### src/sv/usbmsc_pkg.sv
`default_nettype none

package usbmsc_pkg;

    localparam int unsigned CFG_INDEX_W = 2;
    localparam logic [CFG_INDEX_W-1:0] CFG_MATCH_CLASS    = 2'd0;
    localparam logic [CFG_INDEX_W-1:0] CFG_MATCH_SUBCLASS = 2'd1;
    localparam logic [CFG_INDEX_W-1:0] CFG_MATCH_PROTOCOL = 2'd2;

    localparam logic [7:0] RESET_MATCH_CLASS    = 8'd8;
    localparam logic [7:0] RESET_MATCH_SUBCLASS = 8'd6;
    localparam logic [7:0] RESET_MATCH_PROTOCOL = 8'd80;

    localparam logic [3:0] MIN_HEADER     = 4'd9;
    localparam logic [7:0] MIN_IF_LENGTH  = 8'd9;
    localparam logic [7:0] MIN_EP_LENGTH  = 8'd7;
    localparam logic [7:0] MIN_LENGTH     = 8'd2;
    localparam logic [7:0] TYPE_CONFIG    = 8'd2;
    localparam logic [7:0] TYPE_INTERFACE = 8'd4;
    localparam logic [7:0] TYPE_ENDPOINT  = 8'd5;
    localparam logic [1:0] XFER_BULK      = 2'd2;
    localparam int unsigned DIR_IN_BIT    = 7;
    localparam int unsigned DESC_BYTES    = 6;

    typedef struct packed {
        logic [7:0] data_byte;
        logic       last;
    } in_t;

    typedef struct packed {
        logic        ok;
        logic [7:0]  configuration_value;
        logic [7:0]  interface_number;
        logic [7:0]  in_endpoint_address;
        logic [4:0]  in_endpoint_id;
        logic [10:0] in_max_packet;
        logic [7:0]  out_endpoint_address;
        logic [4:0]  out_endpoint_id;
        logic [10:0] out_max_packet;
    } out_t;

    typedef struct packed {
        logic [7:0]  address;
        logic [4:0]  id;
        logic [10:0] max_packet;
    } ep_t;

endpackage

`default_nettype wire

### src/sv/usb_msc_descriptor_parser.sv
// Latency: a result appears in the cycle after its last byte is accepted.
// Throughput: one byte per cycle while the input is not stalled; each byte is decoded in a single pass from
// the walk registers into the held fields and the output register.
// Input stalls only while a result waits in the output register.
// Reset: asynchronous, active low; clears the walk, held fields and output
// valid, and loads the match registers with 8, 6 and 80.
`default_nettype none

module usb_msc_descriptor_parser (
    input  wire logic                                 clk,
    input  wire logic                                 rst_n,
    input  wire logic                                 in_valid,
    output logic                                      in_ready,
    input  wire usbmsc_pkg::in_t                      in_data,
    output logic                                      out_valid,
    input  wire logic                                 out_ready,
    output usbmsc_pkg::out_t                          out_data,
    input  wire logic                                 cfg_write,
    input  wire logic [usbmsc_pkg::CFG_INDEX_W-1:0]   cfg_index,
    input  wire logic [7:0]                           cfg_data
);
    import usbmsc_pkg::*;

    logic [7:0] match_class_reg, match_subclass_reg, match_protocol_reg;

    logic [3:0] header_pos_reg,  header_pos_next;
    logic       type_good_reg,   type_good_next;
    logic [7:0] desc_len_reg,    desc_len_next;
    logic [7:0] desc_pos_reg,    desc_pos_next;
    logic [7:0] desc_type_reg,   desc_type_next;
    logic       walk_stopped_reg, walk_stopped_next;
    logic       inside_match_reg, inside_match_next;
    logic [7:0] held_config_reg, held_config_next;
    logic [7:0] held_if_reg,     held_if_next;
    ep_t        held_in_reg,     held_in_next;
    ep_t        held_out_reg,    held_out_next;
    logic       out_valid_reg;
    out_t       out_data_reg,    out_data_next;

    logic [7:0] desc_bytes_reg [DESC_BYTES];

    logic       accept;
    logic       byte_wr;
    logic [2:0] byte_idx;

    logic [3:0] header_pos_upd;
    logic       type_good_upd;
    logic [7:0] held_config_upd;
    logic       inside_match_upd;
    logic [7:0] held_if_upd;
    ep_t        held_in_upd, held_out_upd;
    logic       done;
    logic       is_if, is_ep, if_match, ep_bulk;
    logic [3:0] ep_num;
    logic [10:0] ep_mps;

    assign accept    = in_valid && in_ready;
    assign in_ready  = !out_valid_reg || out_ready;
    assign out_valid = out_valid_reg;
    assign out_data  = out_data_reg;

    assign ep_num   = desc_bytes_reg[0][3:0];
    assign ep_mps   = {desc_bytes_reg[3][2:0], desc_bytes_reg[2]};
    assign is_if    = (desc_type_reg == TYPE_INTERFACE) && (desc_len_reg >= MIN_IF_LENGTH);
    assign is_ep    = (desc_type_reg == TYPE_ENDPOINT) && (desc_len_reg >= MIN_EP_LENGTH)
                      && inside_match_reg;
    assign if_match = (desc_bytes_reg[3] == match_class_reg)
                      && (desc_bytes_reg[4] == match_subclass_reg)
                      && (desc_bytes_reg[5] == match_protocol_reg);
    assign ep_bulk  = (desc_bytes_reg[1][1:0] == XFER_BULK) && (ep_num != 4'd0);

    assign byte_wr  = !walk_stopped_reg && (desc_pos_reg >= 8'd2) && (desc_pos_reg < 8'd8);
    assign byte_idx = 3'(desc_pos_reg - 8'd2);

    always_comb
    begin
        header_pos_upd  = header_pos_reg;
        type_good_upd   = type_good_reg;
        held_config_upd = held_config_reg;
        if (header_pos_reg == 4'd1)
        begin
            type_good_upd = (in_data.data_byte == TYPE_CONFIG);
        end
        if (header_pos_reg == 4'd5)
        begin
            held_config_upd = in_data.data_byte;
        end
        if (header_pos_reg < MIN_HEADER)
        begin
            header_pos_upd = header_pos_reg + 4'd1;
        end

        desc_len_next     = desc_len_reg;
        desc_pos_next     = desc_pos_reg;
        desc_type_next    = desc_type_reg;
        walk_stopped_next = walk_stopped_reg;
        inside_match_upd  = inside_match_reg;
        held_if_upd       = held_if_reg;
        held_in_upd       = held_in_reg;
        held_out_upd      = held_out_reg;
        done              = 1'b0;

        if (!walk_stopped_reg)
        begin
            if (desc_pos_reg == 8'd0)
            begin
                desc_len_next = in_data.data_byte;
                if (in_data.data_byte < MIN_LENGTH)
                begin
                    walk_stopped_next = 1'b1;
                end
            end
            else
            begin
                if (desc_pos_reg == 8'd1)
                begin
                    desc_type_next = in_data.data_byte;
                end
                done = ({1'b0, desc_pos_reg} + 9'd1) == {1'b0, desc_len_reg};
            end

            if (done)
            begin
                desc_pos_next = 8'd0;
                if (is_if)
                begin
                    inside_match_upd = if_match;
                    if (if_match)
                    begin
                        held_if_upd = desc_bytes_reg[0];
                    end
                end
                else if (is_ep && ep_bulk)
                begin
                    if (desc_bytes_reg[0][DIR_IN_BIT])
                    begin
                        held_in_upd = '{address: desc_bytes_reg[0], id: {ep_num, 1'b1},
                                        max_packet: ep_mps};
                    end
                    else
                    begin
                        held_out_upd = '{address: desc_bytes_reg[0], id: {ep_num, 1'b0},
                                         max_packet: ep_mps};
                    end
                end
            end
            else if (!walk_stopped_next)
            begin
                desc_pos_next = desc_pos_reg + 8'd1;
            end
        end

        out_data_next = '0;
        if ((header_pos_upd >= MIN_HEADER) && type_good_upd)
        begin
            out_data_next.ok = (held_config_upd != 8'd0)
                               && (held_in_upd.id != 5'd0) && (held_out_upd.id != 5'd0)
                               && (held_in_upd.max_packet != 11'd0)
                               && (held_out_upd.max_packet != 11'd0);
            out_data_next.configuration_value  = held_config_upd;
            out_data_next.interface_number     = held_if_upd;
            out_data_next.in_endpoint_address  = held_in_upd.address;
            out_data_next.in_endpoint_id       = held_in_upd.id;
            out_data_next.in_max_packet        = held_in_upd.max_packet;
            out_data_next.out_endpoint_address = held_out_upd.address;
            out_data_next.out_endpoint_id      = held_out_upd.id;
            out_data_next.out_max_packet       = held_out_upd.max_packet;
        end

        header_pos_next   = header_pos_upd;
        type_good_next    = type_good_upd;
        held_config_next  = held_config_upd;
        inside_match_next = inside_match_upd;
        held_if_next      = held_if_upd;
        held_in_next      = held_in_upd;
        held_out_next     = held_out_upd;

        // drop the walk and held stream state once the set has ended
        if (in_data.last)
        begin
            header_pos_next   = '0;
            type_good_next    = 1'b0;
            desc_len_next     = '0;
            desc_pos_next     = '0;
            desc_type_next    = '0;
            walk_stopped_next = 1'b0;
            inside_match_next = 1'b0;
            held_config_next  = '0;
            held_if_next      = '0;
            held_in_next      = '0;
            held_out_next     = '0;
        end
    end

    always_ff @(posedge clk or negedge rst_n)
    begin
        if (!rst_n)
        begin
            match_class_reg    <= RESET_MATCH_CLASS;
            match_subclass_reg <= RESET_MATCH_SUBCLASS;
            match_protocol_reg <= RESET_MATCH_PROTOCOL;
        end
        else if (cfg_write)
        begin
            case (cfg_index)
                CFG_MATCH_CLASS:    match_class_reg    <= cfg_data;
                CFG_MATCH_SUBCLASS: match_subclass_reg <= cfg_data;
                CFG_MATCH_PROTOCOL: match_protocol_reg <= cfg_data;
                default:            ;
            endcase
        end
    end

    always_ff @(posedge clk or negedge rst_n)
    begin
        if (!rst_n)
        begin
            header_pos_reg   <= '0;
            type_good_reg    <= 1'b0;
            desc_len_reg     <= '0;
            desc_pos_reg     <= '0;
            desc_type_reg    <= '0;
            walk_stopped_reg <= 1'b0;
            inside_match_reg <= 1'b0;
            held_config_reg  <= '0;
            held_if_reg      <= '0;
            held_in_reg      <= '0;
            held_out_reg     <= '0;
        end
        else if (accept)
        begin
            header_pos_reg   <= header_pos_next;
            type_good_reg    <= type_good_next;
            desc_len_reg     <= desc_len_next;
            desc_pos_reg     <= desc_pos_next;
            desc_type_reg    <= desc_type_next;
            walk_stopped_reg <= walk_stopped_next;
            inside_match_reg <= inside_match_next;
            held_config_reg  <= held_config_next;
            held_if_reg      <= held_if_next;
            held_in_reg      <= held_in_next;
            held_out_reg     <= held_out_next;
        end
    end

    always_ff @(posedge clk)
    begin
        if (accept && byte_wr)
        begin
            desc_bytes_reg[byte_idx] <= in_data.data_byte;
        end
    end

    always_ff @(posedge clk or negedge rst_n)
    begin
        if (!rst_n)
        begin
            out_valid_reg <= 1'b0;
        end
        else if (accept && in_data.last)
        begin
            out_valid_reg <= 1'b1;
        end
        else if (out_ready)
        begin
            out_valid_reg <= 1'b0;
        end
    end

    always_ff @(posedge clk)
    begin
        if (accept && in_data.last)
        begin
            out_data_reg <= out_data_next;
        end
    end

    a_last_gives_word: assert property (@(posedge clk) disable iff (!rst_n)
        accept && in_data.last |=> out_valid)
        else $error("last byte accepted without a result word");

    a_last_clears_walk: assert property (@(posedge clk) disable iff (!rst_n)
        accept && in_data.last |=> (header_pos_reg == 4'd0) && !walk_stopped_reg
                                   && (desc_pos_reg == 8'd0))
        else $error("stream state not cleared after last byte");

    a_header_saturates: assert property (@(posedge clk) disable iff (!rst_n)
        header_pos_reg <= MIN_HEADER)
        else $error("header position beyond its limit");

    a_stopped_holds_pos: assert property (@(posedge clk) disable iff (!rst_n)
        walk_stopped_reg && accept && !in_data.last |=> $stable(desc_pos_reg))
        else $error("descriptor position moved after the walk stopped");

    a_ok_ids: assert property (@(posedge clk) disable iff (!rst_n)
        out_valid && out_data.ok |-> out_data.in_endpoint_id[0]
                                     && !out_data.out_endpoint_id[0])
        else $error("endpoint id direction bit wrong in a good result");

endmodule

`default_nettype wire

### config.mk
export PLATFORM = sky130hd
export DESIGN_NAME = usb_msc_descriptor_parser
export DESIGN_NICKNAME = d
export VERILOG_FILES = /design/src/sv/usbmsc_pkg.sv /design/src/sv/usb_msc_descriptor_parser.sv
export SDC_FILE = /design/constraint.sdc
export NUM_CORES = 1
export LEC_CHECK = 0
export BUFFER_PORTS_ARGS = -buffer_cell sky130_fd_sc_hd__buf_2
export CAP_MARGIN = 20
export CORE_ASPECT_RATIO = 0.8
export CORE_MARGIN = 2
export CORE_UTILIZATION = 50
export CTS_BUF_LIST = sky130_fd_sc_hd__clkbuf_8 sky130_fd_sc_hd__clkbuf_16
export DETAILED_ROUTE_END_ITERATION = 12
export GPL_TIMING_DRIVEN = 0
export PLACE_DENSITY = 0.72
export SLEW_MARGIN = 10
export SYNTH_ARGS = -nofsm -noshare
export SYNTH_HDL_FRONTEND = slang
export SYNTH_SLANG_ARGS = --single-unit
### constraint.sdc
create_clock -name clk -period 8.94 [get_ports clk]
set_input_delay 0.894 -clock clk [delete_from_list [all_inputs] [get_ports clk]]
set_output_delay 0.894 -clock clk [all_outputs]
set_load 0.02 [all_outputs]
# Word level (Yosys, flattened, before mapping)
# Memories as Yosys holds them, arrays and structs flattened.
# Index checks and enable logic that the tools add are counted.
totals:
  input_bits: 24
  output_inout_bits: 67
  wordCells: 145
  reg_bits: 185
  mem_count: 1
  mem_bits_rw: 48
memory_table:
  columns: ["name", "words", "width", "read_ports", "rd_clocked_by_memory_dff", "write_ports", "line", "rtl"]
  rows:
  - ["desc_bytes_reg", 6, 8, 6, 0, 1, "usb_msc_descriptor_parser.sv:40", "logic [7:0] desc_bytes_reg [DESC_BYTES];"]
op_classes:
  eq_ne: 16
  muxes: 49
  add_sub_neg: 4
  magnitude_cmp: 7
  n_reduce_logical: 40
ops:
  columns: ["op", "count"]
  rows:
  - ["24-bit 2-to-1 mux", 12]
  - ["8-bit 2-to-1 mux", 18]
  - ["8-bit equality test", 3]
  - ["11-bit nonzero test", 2]
  - ["1-bit logical AND", 17]
  - ["1-bit 2-to-1 mux", 17]
  - ["8-bit by 3-bit equality test with 1-bit output (second input constant)", 2]
  - ["2-bit nonzero test", 5]
  - ["5-bit nonzero test", 2]
  - ["8-bit by 1-bit adder with 9-bit output (second input constant)", 1]
  - ["9-bit by 8-bit equality test with 1-bit output", 1]
  - ["8-bit by 1-bit adder with 8-bit output (second input constant)", 1]
  - ["8-bit by 1-bit equality test with 1-bit output (second input constant)", 1]
  - ["8-bit by 2-bit equality test with 1-bit output (second input constant)", 1]
  - ["8-bit by 2-bit >= comparator with 1-bit output (second input constant)", 1]
  - ["8-bit by 3-bit >= comparator with 1-bit output (second input constant)", 1]
  - ["8-bit by 4-bit >= comparator with 1-bit output (second input constant)", 1]
  - ["8-bit zero test", 1]
  - ["8-bit by 2-bit < comparator with 1-bit output (second input constant)", 1]
  - ["8-bit by 4-bit < comparator with 1-bit output (second input constant)", 1]
  - ["4-bit 2-to-1 mux", 2]
  - ["4-bit AND reduction", 2]
  - ["8-bit nonzero test", 1]
  - ["2-bit AND reduction", 3]
  - ["15 further kinds", 19]

# Logic depth before layout (Yosys ltp)
# Gate-level depths: netlist of the first run.
logic_depth:
  depth_word: 13
  mapped_depth: 11
  ltp_nobuf: 9

# Least setup slack after synthesis of the first run
# OpenSTA, ideal clock, no wires.
synth_timing:
  kind: "input -> register"
  startpoint: "input out_ready"
  endpoint: "register out_data_reg, in the netlist out_data[0] (enable)"
  n_path_buf: 2
  setup_time_ps: 420
  slack_ps: 5268
  arrival_time_ps: 3253
  t_required_ps: 8520
  path_stages: 6
  path_cell_list: "nand2b_1 and2_1 clkbuf_1 clkbuf_1 nand2_1 inv_1"
synth_between:
  elab_chain_cells: 3
synth_rtl:
  columns: ["element", "line", "rtl"]
  rows:
  - ["start: declaration", "usb_msc_descriptor_parser.sv:16", "input wire logic out_ready,"]
  - ["1-bit logical OR", "usb_msc_descriptor_parser.sv:58", "assign in_ready = !out_valid_reg || out_ready;"]
  - ["1-bit logical AND", "usb_msc_descriptor_parser.sv:57", "assign accept = in_valid && in_ready;"]
  - ["1-bit logical AND", "usb_msc_descriptor_parser.sv:272", "if (accept && in_data.last)"]
  - ["end signal: assignment", "usb_msc_descriptor_parser.sv:274", "out_data_reg <= out_data_next;"]
  - ["end: declaration", "usb_msc_descriptor_parser.sv:38", "out_t out_data_reg, out_data_next;"]
# No other way between the ends.
# A chain may end at the register's enable or synchronous reset.

# Worst setup path in the final report of the first run
layout_timing:
  startpoint: "register desc_pos_reg[0]"
  endpoint: "register out_data_reg, in the netlist out_data[54], data pin"
layout_between:
  elab_chain_cells: 6
  word_cells_on_any_way: 7
  classes_between: "add/sub (1); eq/ne (1); mux (4); reduce/logical (1)"
layout_rtl:
  columns: ["element", "line", "rtl"]
  rows:
  - ["start: declaration", "usb_msc_descriptor_parser.sv:29", "logic [7:0] desc_pos_reg, desc_pos_next;"]
  - ["start signal: assignment", "usb_msc_descriptor_parser.sv:235", "desc_pos_reg <= desc_pos_next;"]
  - ["8-bit by 1-bit adder with 9-bit output", "usb_msc_descriptor_parser.sv:119", "done = ({1'b0, desc_pos_reg} + 9'd1) == {1'b0, desc_len_reg};"]
  - ["9-bit by 8-bit equality test with 1-bit output", "usb_msc_descriptor_parser.sv:119", null]
  - ["1-bit 2-to-1 mux *", "usb_msc_descriptor_parser.sv:105", "if (desc_pos_reg == 8'd0)"]
  - ["1-bit 2-to-1 mux *", "usb_msc_descriptor_parser.sv:103", "if (!walk_stopped_reg)"]
  - ["8-bit 2-to-1 mux *", "usb_msc_descriptor_parser.sv:122", "if (done)"]
  - ["8-bit 2-to-1 mux *", "usb_msc_descriptor_parser.sv:103", null]
# Every way passes the cells marked *; elsewhere a longest branch is shown, timed or not. The select of a mux whose other input is x is not followed.

==> reports/metrics.yaml, run 1 <==
sta:
  relSlewSlack_pct: 32.0
  setup_viol: 0
  final_hold_viol_count: 0
  fin_tns_setup_ps: 0
  whs_ps: 345
  worst_pin_slew_ps: 1010
  fin_ws_ps: 5540
  slew_violations: 0
  rsz0062_at_grt: "false"
  fin_crit_ps: 3400
  fmax_mhz: 295
  post-route-period-util_pct: 38.0
  fin_skew_ps: 12.0
clock_tree:
  cts_resized: 0
  cts_buffers: 23
  cts_num_sinks: 227
  worst_skew_pair.late_latency_ps: 520
  path_clk_slew_ps: 60
  cts-root-buf: "clkbuf_16"
  cts_setup_buffers: 0
  cts.path.max_buffers: 3
  h-tree-depth: 1
  holdBufCountCts: 0
  cts_tree: "yes"
cells_and_area:
  largest_reg_flops: 65
  antennaDiodeCount: 0
  drive_gt1_share_pct: 17.5
  final_common_cell: "nand2_1"
  layout_common_cells: "151 x nand2_1, 115 x dfrtp_1, 107 x edfxtp_1, 93 x buf_2, 60 x a21oi_1"
  n_fill_cell: 1624
  final_cells: 1261
  syn_to_final_growth_pct: 15.6
  utilization_pct: 59.0
  final_cell_area_um2: 11700
  fin_nets: 1010
setup_path:
  cp_max_fo: 10
  required_ps: 9160
  end_kind: "flip-flop"
  worstSetupPathType: "flip-flop to flip-flop"
  critPathLaunchType: "flip-flop"
  reg2reg_depth: 10
  r2r_end: "out_data[54]"
  arrival_ps: 3620
  r2r-start: "desc_pos_reg[0]"
  worst-r2r-setup-slack_ps: 5540
die:
  die_h_um: 131
  start_util_pct: 51.0
  io_pins: 91
  dieArea_um2: 21300
  core_area_um2: 19800
  fp.dieW_um: 163
  row_count: 46
route:
  dr_wl_met3_um: 2040
  wl_met2_um: 10900
  wirelength_um: 24600
  vias_per_cell: 5.88
  firstDrtPassIters: 5
  drcViolationCount: 0
  dr_total_vias: 7410
  maxUsedRoutingLayer: "met4"
  drtAntennaViolNets: 0
  dr.first_iter.drc_count: 743
  route.layer.met1.wl_um: 11200
  post_drt_wl_per_cell_um: 19.5
placed_design:
  dp_hpwl_um: 16900
  gp_congestion: 0.865
  place_ws_ps: 5390
  port_buffers: 89
  dpl-instance-area_um2: 10900
  placed_cells: 1219
grt:
  grt_pass1_vias: 6782
  grt_start_max_net_pins: 69
  track_usage_pct: 23.6
  grt_pass1_wl_um: 38700
  antenna_found_initial: 1
  grt-ovfl-total: 0
power:
  swShare_pct: 25.5
  p_int_mw: 1.83
  power_mw: 2.46
  switchingPower_uw: 627
  peakVddDrop_mv: 0.134
  comb_power_share_pct: 12.0
  power_density_nw_per_um2: 211
  seqPwrFrac_pct: 50.1
  p_leak_nw: 4.65
  clkPwrFrac_pct: 37.9
synthesis:
  ys.flop_type: "dfrtp_1"
  synth_edf_count: 107
  syn_nets: 894
  yosys_register_bits: 227
  yosysSeqAreaShare_pct: 61.6
  synth.distinct_cells: 67
  syn-mean-instance-area_um2: 11.7
  synthesis.area_um2: 10100
  async_reset_ff_share_pct: 52.9
  ys_warn_count: 0
  synthCells: 864
job:
  drv_cap: 0
outcome:
  status: "completed"
hold_path:
  hold_path.class: "input pin to asynchronous set/reset pin"
==> final cells by class <==
| cell class | instances | area, um^2 | share of cell area [%] |
|---|---|---|---|
| sequential | 227 | 6220 | 53.3 |
| inverter | 25 | 96.3 | 0.825 |
| tap | 264 | 330 | 2.83 |
| multi-input combinational | 564 | 3600 | 30.8 |
| buffer | 48 | 198 | 1.69 |
| clock buffer | 28 | 644 | 5.52 |
| clock inverter | 14 | 95.1 | 0.815 |
| timing repair buffer | 91 | 490 | 4.20 |
==> worst max-delay path, cell delays in order, from the launching register on <==
cell and delay, ps:
dfrtp_1 530, ha_1 370, and3_1 240, mux2i_1 80
mux2i_1 300, o2111ai_1 310, or4b_1 570, clkbuf_1 120
buf_2 230, mux2i_1 260, nor2_1 90
==> routing by layer <==
| layer | up-vias | track usage (%) |
|---|---|---|
| met2 | 328 | 35.0 |
| met5 | - | 0 |
| met3 | 41 | 4.09 |
| li1 | 3403 | - |
| met1 | 3638 | 36.4 |
| met4 | 0 | 5.67 |
==> power groups by stage <==
stage / combinational, mW / sequential (mW) / clock [mW]
detailed placement: 0.294 / 1.25 / 0
finish: 0.296 / 1.23 / 0.933
floorplan: 0.195 / 1.25 / 0
global route: 0.329 / 1.24 / 0.997
CTS: 0.295 / 1.23 / 0.946
global placement: 0.283 / 1.25 / 0
==> how the worst max path moves through the flow <==
| stage | end | slack (ps) | start | cells after the start |
|---|---|---|---|---|
| 2_1_floorplan | out_data[0] | 5270 | out_ready | 6 |
| 3_3_place_gp | out_data[35] | 4280 | out_ready | 7 |
| 3_5_place_dp | out_data[42] | 5390 | out_ready | 7 |
| 4_1_cts | out_data[41] | 5600 | desc_pos_reg[0] | 10 |
| 5_1_grt | out_data[41] | 5310 | desc_pos_reg[0] | 10 |
| 6_report | out_data[54] | 5540 | desc_pos_reg[0] | 10 |
==> cell usage after synthesis, drive strengths merged, types with 5 or more instances <==
master | n | share of area, %
nand2 | 151 | 5.6
dfrtp | 115 | 29
edfxtp | 107 | 32
a21oi | 60 | 3.0
a22o | 34 | 2.9
clkbuf | 32 | 1.2
nor2 | 27 | 1.0
nor4 | 26 | 1.6
inv | 25 | 0.93
mux2 | 24 | 2.7
o21ai | 23 | 1.1
xnor2 | 22 | 1.9
buf | 16 | 0.77
mux2i | 16 | 1.6
o2bb2ai | 16 | 1.4
xor2 | 14 | 1.2
nand3b | 13 | 0.97
nand3 | 12 | 0.77
a21boi | 10 | 0.74
nor3 | 9 | 0.56
nor3b | 9 | 0.67
and3 | 7 | 0.48
o221ai | 7 | 0.61
a31oi | 6 | 0.37
and2 | 6 | 0.37
ha | 6 | 0.74
nand2b | 6 | 0.37
nor2b | 6 | 0.37
o211ai | 6 | 0.45
or4 | 6 | 0.48
dfstp | 5 | 1.3
==> logic make-up after synthesis <==
logic type                 Yosys count  synth area share, %
buffers and inverters               73                 2.89
adders and majority gates            6                0.744
and+or+nand+nor                    294                 14.4
muxes                               40                 4.26
xor gates and xnor gates            36                 3.12
AOI/OAI and AO/OA                  188                 12.9
DFF                                227                 61.6
(Power assumes the default switching activity.)
==> inputs of run 2 (changes only) <==
clock period = 3.55 ns   (was 8.94 ns; I/O delays follow)
==> run 2 against run 1 <==
Flip-flop and latch count unchanged. Sequential power increased to 2.5 times the previous value. Global-route usage unchanged. Core utilization increased by 0.082 points. Clock power increased to 2.5 times the previous value. Wire length increased by 0.41%. Critical path depth decreased by 1. Critical endpoint is now out_data[20].
==> reports/metrics.yaml, run 2 (same netlist as run 1, synthesis figures left out) <==
clock_tree:
  h-tree-depth: 1
  cts_buffers: 23
  cts_num_sinks: 227
  cts_setup_buffers: 0
  path_clk_slew_ps: 60
  cts-root-buf: "clkbuf_16"
  worst_skew_pair.late_latency_ps: 520
  cts.path.max_buffers: 3
  cts_tree: "yes"
setup_path:
  end_kind: "flip-flop"
  critPathLaunchType: "flip-flop"
  cp.depth: 9
  required_ps: 3870
  critPathBufInv: 3
  arrival_ps: 3700
  crit_top_cell: "clkbuf_1"
  cp_max_fo: 10
  crit_chain: "clkbuf_1 -> or4_1 -> o311ai_1 -> nor3_1 -> nand3_1 -> clkbuf_1 -> buf_1 -> nand2_1 -> a21oi_1"
  critPathLaunch: "desc_len_reg[7]"
  r2r-start: "desc_len_reg[7]"
  reg2reg_depth: 9
  worstSetupPathType: "flip-flop to flip-flop"
  crit_family: "buffers and inverters"
  crit_path_max_incr_delay_ps: 540
  slowest_stage: "o311ai_1"
sta:
  worst_pin_slew_ps: 1020
  fin_skew_ps: 13.1
  post-route-period-util_pct: 95.3
  fmax_mhz: 296
  fin_crit_ps: 3380
  relSlewSlack_pct: 31.4
  rsz0062_at_grt: "false"
  final_hold_viol_count: 0
  fin_tns_setup_ps: 0
  setup_viol: 0
  slew_violations: 0
die:
  row_count: 46
  die_h_um: 131
  io_pins: 91
  start_util_pct: 51.0
  dieArea_um2: 21300
  fp.dieW_um: 163
  core_area_um2: 19800
route:
  vias_per_cell: 5.85
  wirelength_um: 24700
  post_drt_wl_per_cell_um: 19.6
  dr.first_iter.drc_count: 776
  dr_total_vias: 7385
  drcViolationCount: 0
  firstDrtPassIters: 5
  drtAntennaViolNets: 0
power:
  peakVddDrop_mv: 0.337
  p_leak_nw: 4.65
  power_density_nw_per_um2: 531
  power_mw: 6.21
placed_design:
  gp_congestion: 0.865
  dpl-instance-area_um2: 10900
  port_buffers: 89
  placed_cells: 1219
  dp_hpwl_um: 16900
cells_and_area:
  final_cells: 1262
  syn_to_final_growth_pct: 15.8
  final_common_cell: "nand2_1"
  fin_nets: 1011
  antennaDiodeCount: 0
  drive_gt1_share_pct: 17.8
  final_cell_area_um2: 11700
  layout_common_cells: "151 x nand2_1, 114 x dfrtp_1, 107 x edfxtp_1, 93 x buf_2, 60 x a21oi_1"
  largest_reg_flops: 65
grt:
  grt-ovfl-total: 0
  track_usage_pct: 23.6
  antenna_found_initial: 1
  grt_pass1_vias: 6782
  grt_start_max_net_pins: 69
  grt_pass1_wl_um: 38700
job:
  drv_cap: 0
outcome:
  status: "completed"
hold_path:
  hp-start: "cfg_data[2]"
  holdPathStages: 2
  hold_path.class: "input pin to flip-flop"
==> run 2: worst paths after layout <==
kind                                    endpoint  slack [ps]
min reg2reg                     held_out_reg[23]         480
min                        match_protocol_reg[2]         100
max reg2reg                         out_data[20]         170
min in group asynchronous       desc_type_reg[5]         380
max                                 out_data[20]         170
max in group asynchronous  match_subclass_reg[2]        2420
==> run 2: power by group <==
group	switching (mW)	leakage, nW	internal [mW]
clock network	0.999	0.381	1.36
logic	0.439	1.69	0.308
registers	0.149	2.59	2.95
==> run 2: what timing repair did <==
| action | CTS | global route |
|---|---|---|
| hold endpoints to repair | 52 | 0 |
| resized for setup | 0 | 4 |
| setup endpoints to repair | 0 | 21 |
| hold buffers | 1 | 0 |
==> run 2: layer usage <==
| metal | track usage [%] | wire length, um | part of all wire [%] |
|---|---|---|---|
| met1 | 36.4 | 11400 | 46 |
| met5 | 0 | 0 | 0 |
| met3 | 4.09 | 1920 | 7.8 |
| met4 | 5.67 | 501 | 2.0 |
| met2 | 35.0 | 10900 | 44 |
==> run 2: final cells by class <==
class                           instances  area [um^2]
Clock buffer                           28          644
Multi-Input combinational cell        564         3600
Clock inverter                         14         95.1
Timing Repair Buffer                   92          500
Sequential cell                       227         6220
Buffer                                 48          200
Fill cell                            1624         8110
Inverter                               25         96.3
Tap cell                              264          330
==> run 2: metrics by stage <==
step	setup WS [ps]	utilization, %	hold slack, ps
after global routing	11.0	59.0	102
after floorplan	330	-	59.4
after global placement	-575	54.9	464
final	168	59.0	103
after CTS	206	59.0	96.8
after detailed placement	238	55.2	354
==> inputs of run 3 (changes only) <==
BUFFER_PORTS_ARGS = not set   (was -buffer_cell sky130_fd_sc_hd__buf_2)
DONT_BUFFER_PORTS = 1   (was not set)
PLACE_DENSITY = 0.68   (was 0.72)
==> run 3 against run 2 <==
Flip-flop and latch count did not move. Via count shrank 2.8%. Largest cell class unchanged. First-iteration DRC count is 11% lower. Largest power group unchanged. Critical endpoint is now out_data[53].
==> reports/metrics.yaml, run 3 (same netlist as run 1, synthesis figures left out) <==
placed_design:
  gp_congestion: 0.848
  dpl-instance-area_um2: 10400
  dp_hpwl_um: 16800
  placed_cells: 1129
  port_buffers: 0
  place_ws_ps: 221
sta:
  worst_pin_slew_ps: 1090
  fmax_mhz: 298
  relSlewSlack_pct: 26.8
  final_hold_viol_count: 0
  slew_violations: 0
  fin_crit_ps: 3360
  fin_ws_ps: 192
  rsz0062_at_grt: "false"
  post-route-period-util_pct: 94.6
  whs_ps: 48.9
  setup_viol: 0
  fin_tns_setup_ps: 0
  fin_skew_ps: 9.66
power:
  seqPwrFrac_pct: 49.4
  p_int_mw: 4.75
  peakVddDrop_mv: 0.527
  switchingPower_mw: 1.60
  power_mw: 6.35
  clkPwrFrac_pct: 39.7
  p_leak_nw: 4.37
  swShare_pct: 25.2
  power_density_nw_per_um2: 555
  comb_power_share_pct: 10.8
outcome:
  status: "completed"
setup_path:
  r2r-start: "desc_pos_reg[0]"
  slowest_stage: "or4b_1"
  arrival_ps: 3600
  crit_chain: "ha_2 -> and3_1 -> mux2i_1 -> mux2i_1 -> o2111ai_1 -> or4b_1 -> clkbuf_1 -> buf_2 -> mux2i_1 -> nor2_1"
  reg2reg_depth: 10
  end_kind: "flip-flop"
  crit_family: "simple AND/OR/NAND/NOR gates"
  crit_path_max_incr_delay_ps: 580
  crit_top_cell: "mux2i_1"
  critPathLaunchType: "flip-flop"
  required_ps: 3790
  critPathLaunch: "desc_pos_reg[0]"
  r2r_end: "out_data[53]"
  cp_max_fo: 10
  worst-r2r-setup-slack_ps: 190
  worstSetupPathType: "flip-flop to flip-flop"
  critPathBufInv: 2
clock_tree:
  cts-root-buf: "clkbuf_16"
  cts_tree: "yes"
  worst_skew_pair.late_latency_ps: 520
  cts_setup_buffers: 0
  path_clk_slew_ps: 70
  h-tree-depth: 1
  cts_buffers: 23
  cts_num_sinks: 227
  cts.path.max_buffers: 3
grt:
  track_usage_pct: 24.6
  grt-ovfl-total: 0
  grt_pass1_vias: 6849
  antenna_found_initial: 0
  grt_pass1_wl_um: 39800
  grt_start_max_net_pins: 121
cells_and_area:
  drive_gt1_share_pct: 9.41
  largest_reg_flops: 65
  multi_input_area_um2: 3610
  final_cells: 1189
  ff_latch_area_um2: 6220
  final_common_cell: "nand2_1"
  fin_nets: 938
  layout_common_cells: "151 x nand2_1, 115 x dfrtp_1, 107 x edfxtp_1, 60 x a21oi_1, 34 x a22o_1"
  n_fill_cell: 1646
  antennaDiodeCount: 0
  utilization_pct: 57.8
  final_cell_area_um2: 11500
  syn_to_final_growth_pct: 13.4
die:
  row_count: 46
  dieArea_um2: 21300
  core_area_um2: 19800
  start_util_pct: 51.0
  die_h_um: 131
  fp.dieW_um: 163
  io_pins: 91
job:
  drv_cap: 0
route:
  drcViolationCount: 0
  vias_per_cell: 6.04
  wirelength_um: 25700
  dr.first_iter.drc_count: 694
  drtAntennaViolNets: 0
  dr_total_vias: 7179
  post_drt_wl_per_cell_um: 21.7
  firstDrtPassIters: 5
hold_path:
  holdPathStages: 2
  hold_path.class: "input pin to flip-flop"
  hp-start: "in_data[8]"
  min_to: "held_config_reg[7]"
run 3: cell types whose count changed in the layout (fill, tap and decap cells not counted), sizes merged:
cell / change
buf: -88
dlygate4sd3: +16
clkbuf: -4
bufinv: +3
clkinv: -2
clkinvlp: +2
clkdlybuf4s15: -1
inv: +1
run 3: power groups by stage:
| stage | sequential [mW] | clock (mW) | combinational (mW) |
|---|---|---|---|
| 2_1_floorplan | 3.14 | 0 | 0.491 |
| 3_3_place_gp | 3.18 | 0 | 0.591 |
| 3_5_place_dp | 3.19 | 0 | 0.612 |
| 4_1_cts | 3.14 | 2.56 | 0.685 |
| 5_1_grt | 3.16 | 2.66 | 0.770 |
| 6_report | 3.14 | 2.52 | 0.688 |
run 3: worst max-delay path by stage:
stage	to	slack, ps	depth (start not counted)
floorplan	out_data[0]	330	6
global placement	out_data[38]	-830	6
detailed placement	out_data[21]	220	11
CTS	out_data[21]	200	11
global route	out_data[13]	30	11
finish	out_data[53]	190	10
run 3: routing by layer:
metal,global-route usage [%],up-vias,part of all wire [%]
met3,3.93,40,6.9
met5,0,-,0
met2,37.7,302,45
met1,37.0,3584,46
met4,6.14,0,2.0
li1,-,3253,-
run 3: what timing repair did:
item | 4_1_cts | 5_1_grt
gates resized for setup | 0 | 4
hold buffers | 18 | 0
hold endpoints to repair | 202 | 0
setup endpoints to repair | 0 | 12
run 3: cell type report:
type,count,share of cell area [%]
clock inverters,18,1.79
repair buffers,19,1.76
plain buffers,48,1.75
clock buffers,24,5.15
well taps,264,2.88
inverters,25,0.841
flip-flops and latches,227,54.3
multi-input cells,564,31.5
run 3: worst reg2reg max path, cell delays in order, from the launching register on:
cell       delay (ps)
dfrtp_1           540
ha_2              340
and3_1            220
mux2i_1            80
mux2i_1           280
o2111ai_1         310
or4b_1            580
clkbuf_1          140
buf_2             240
mux2i_1           290
nor2_1             80
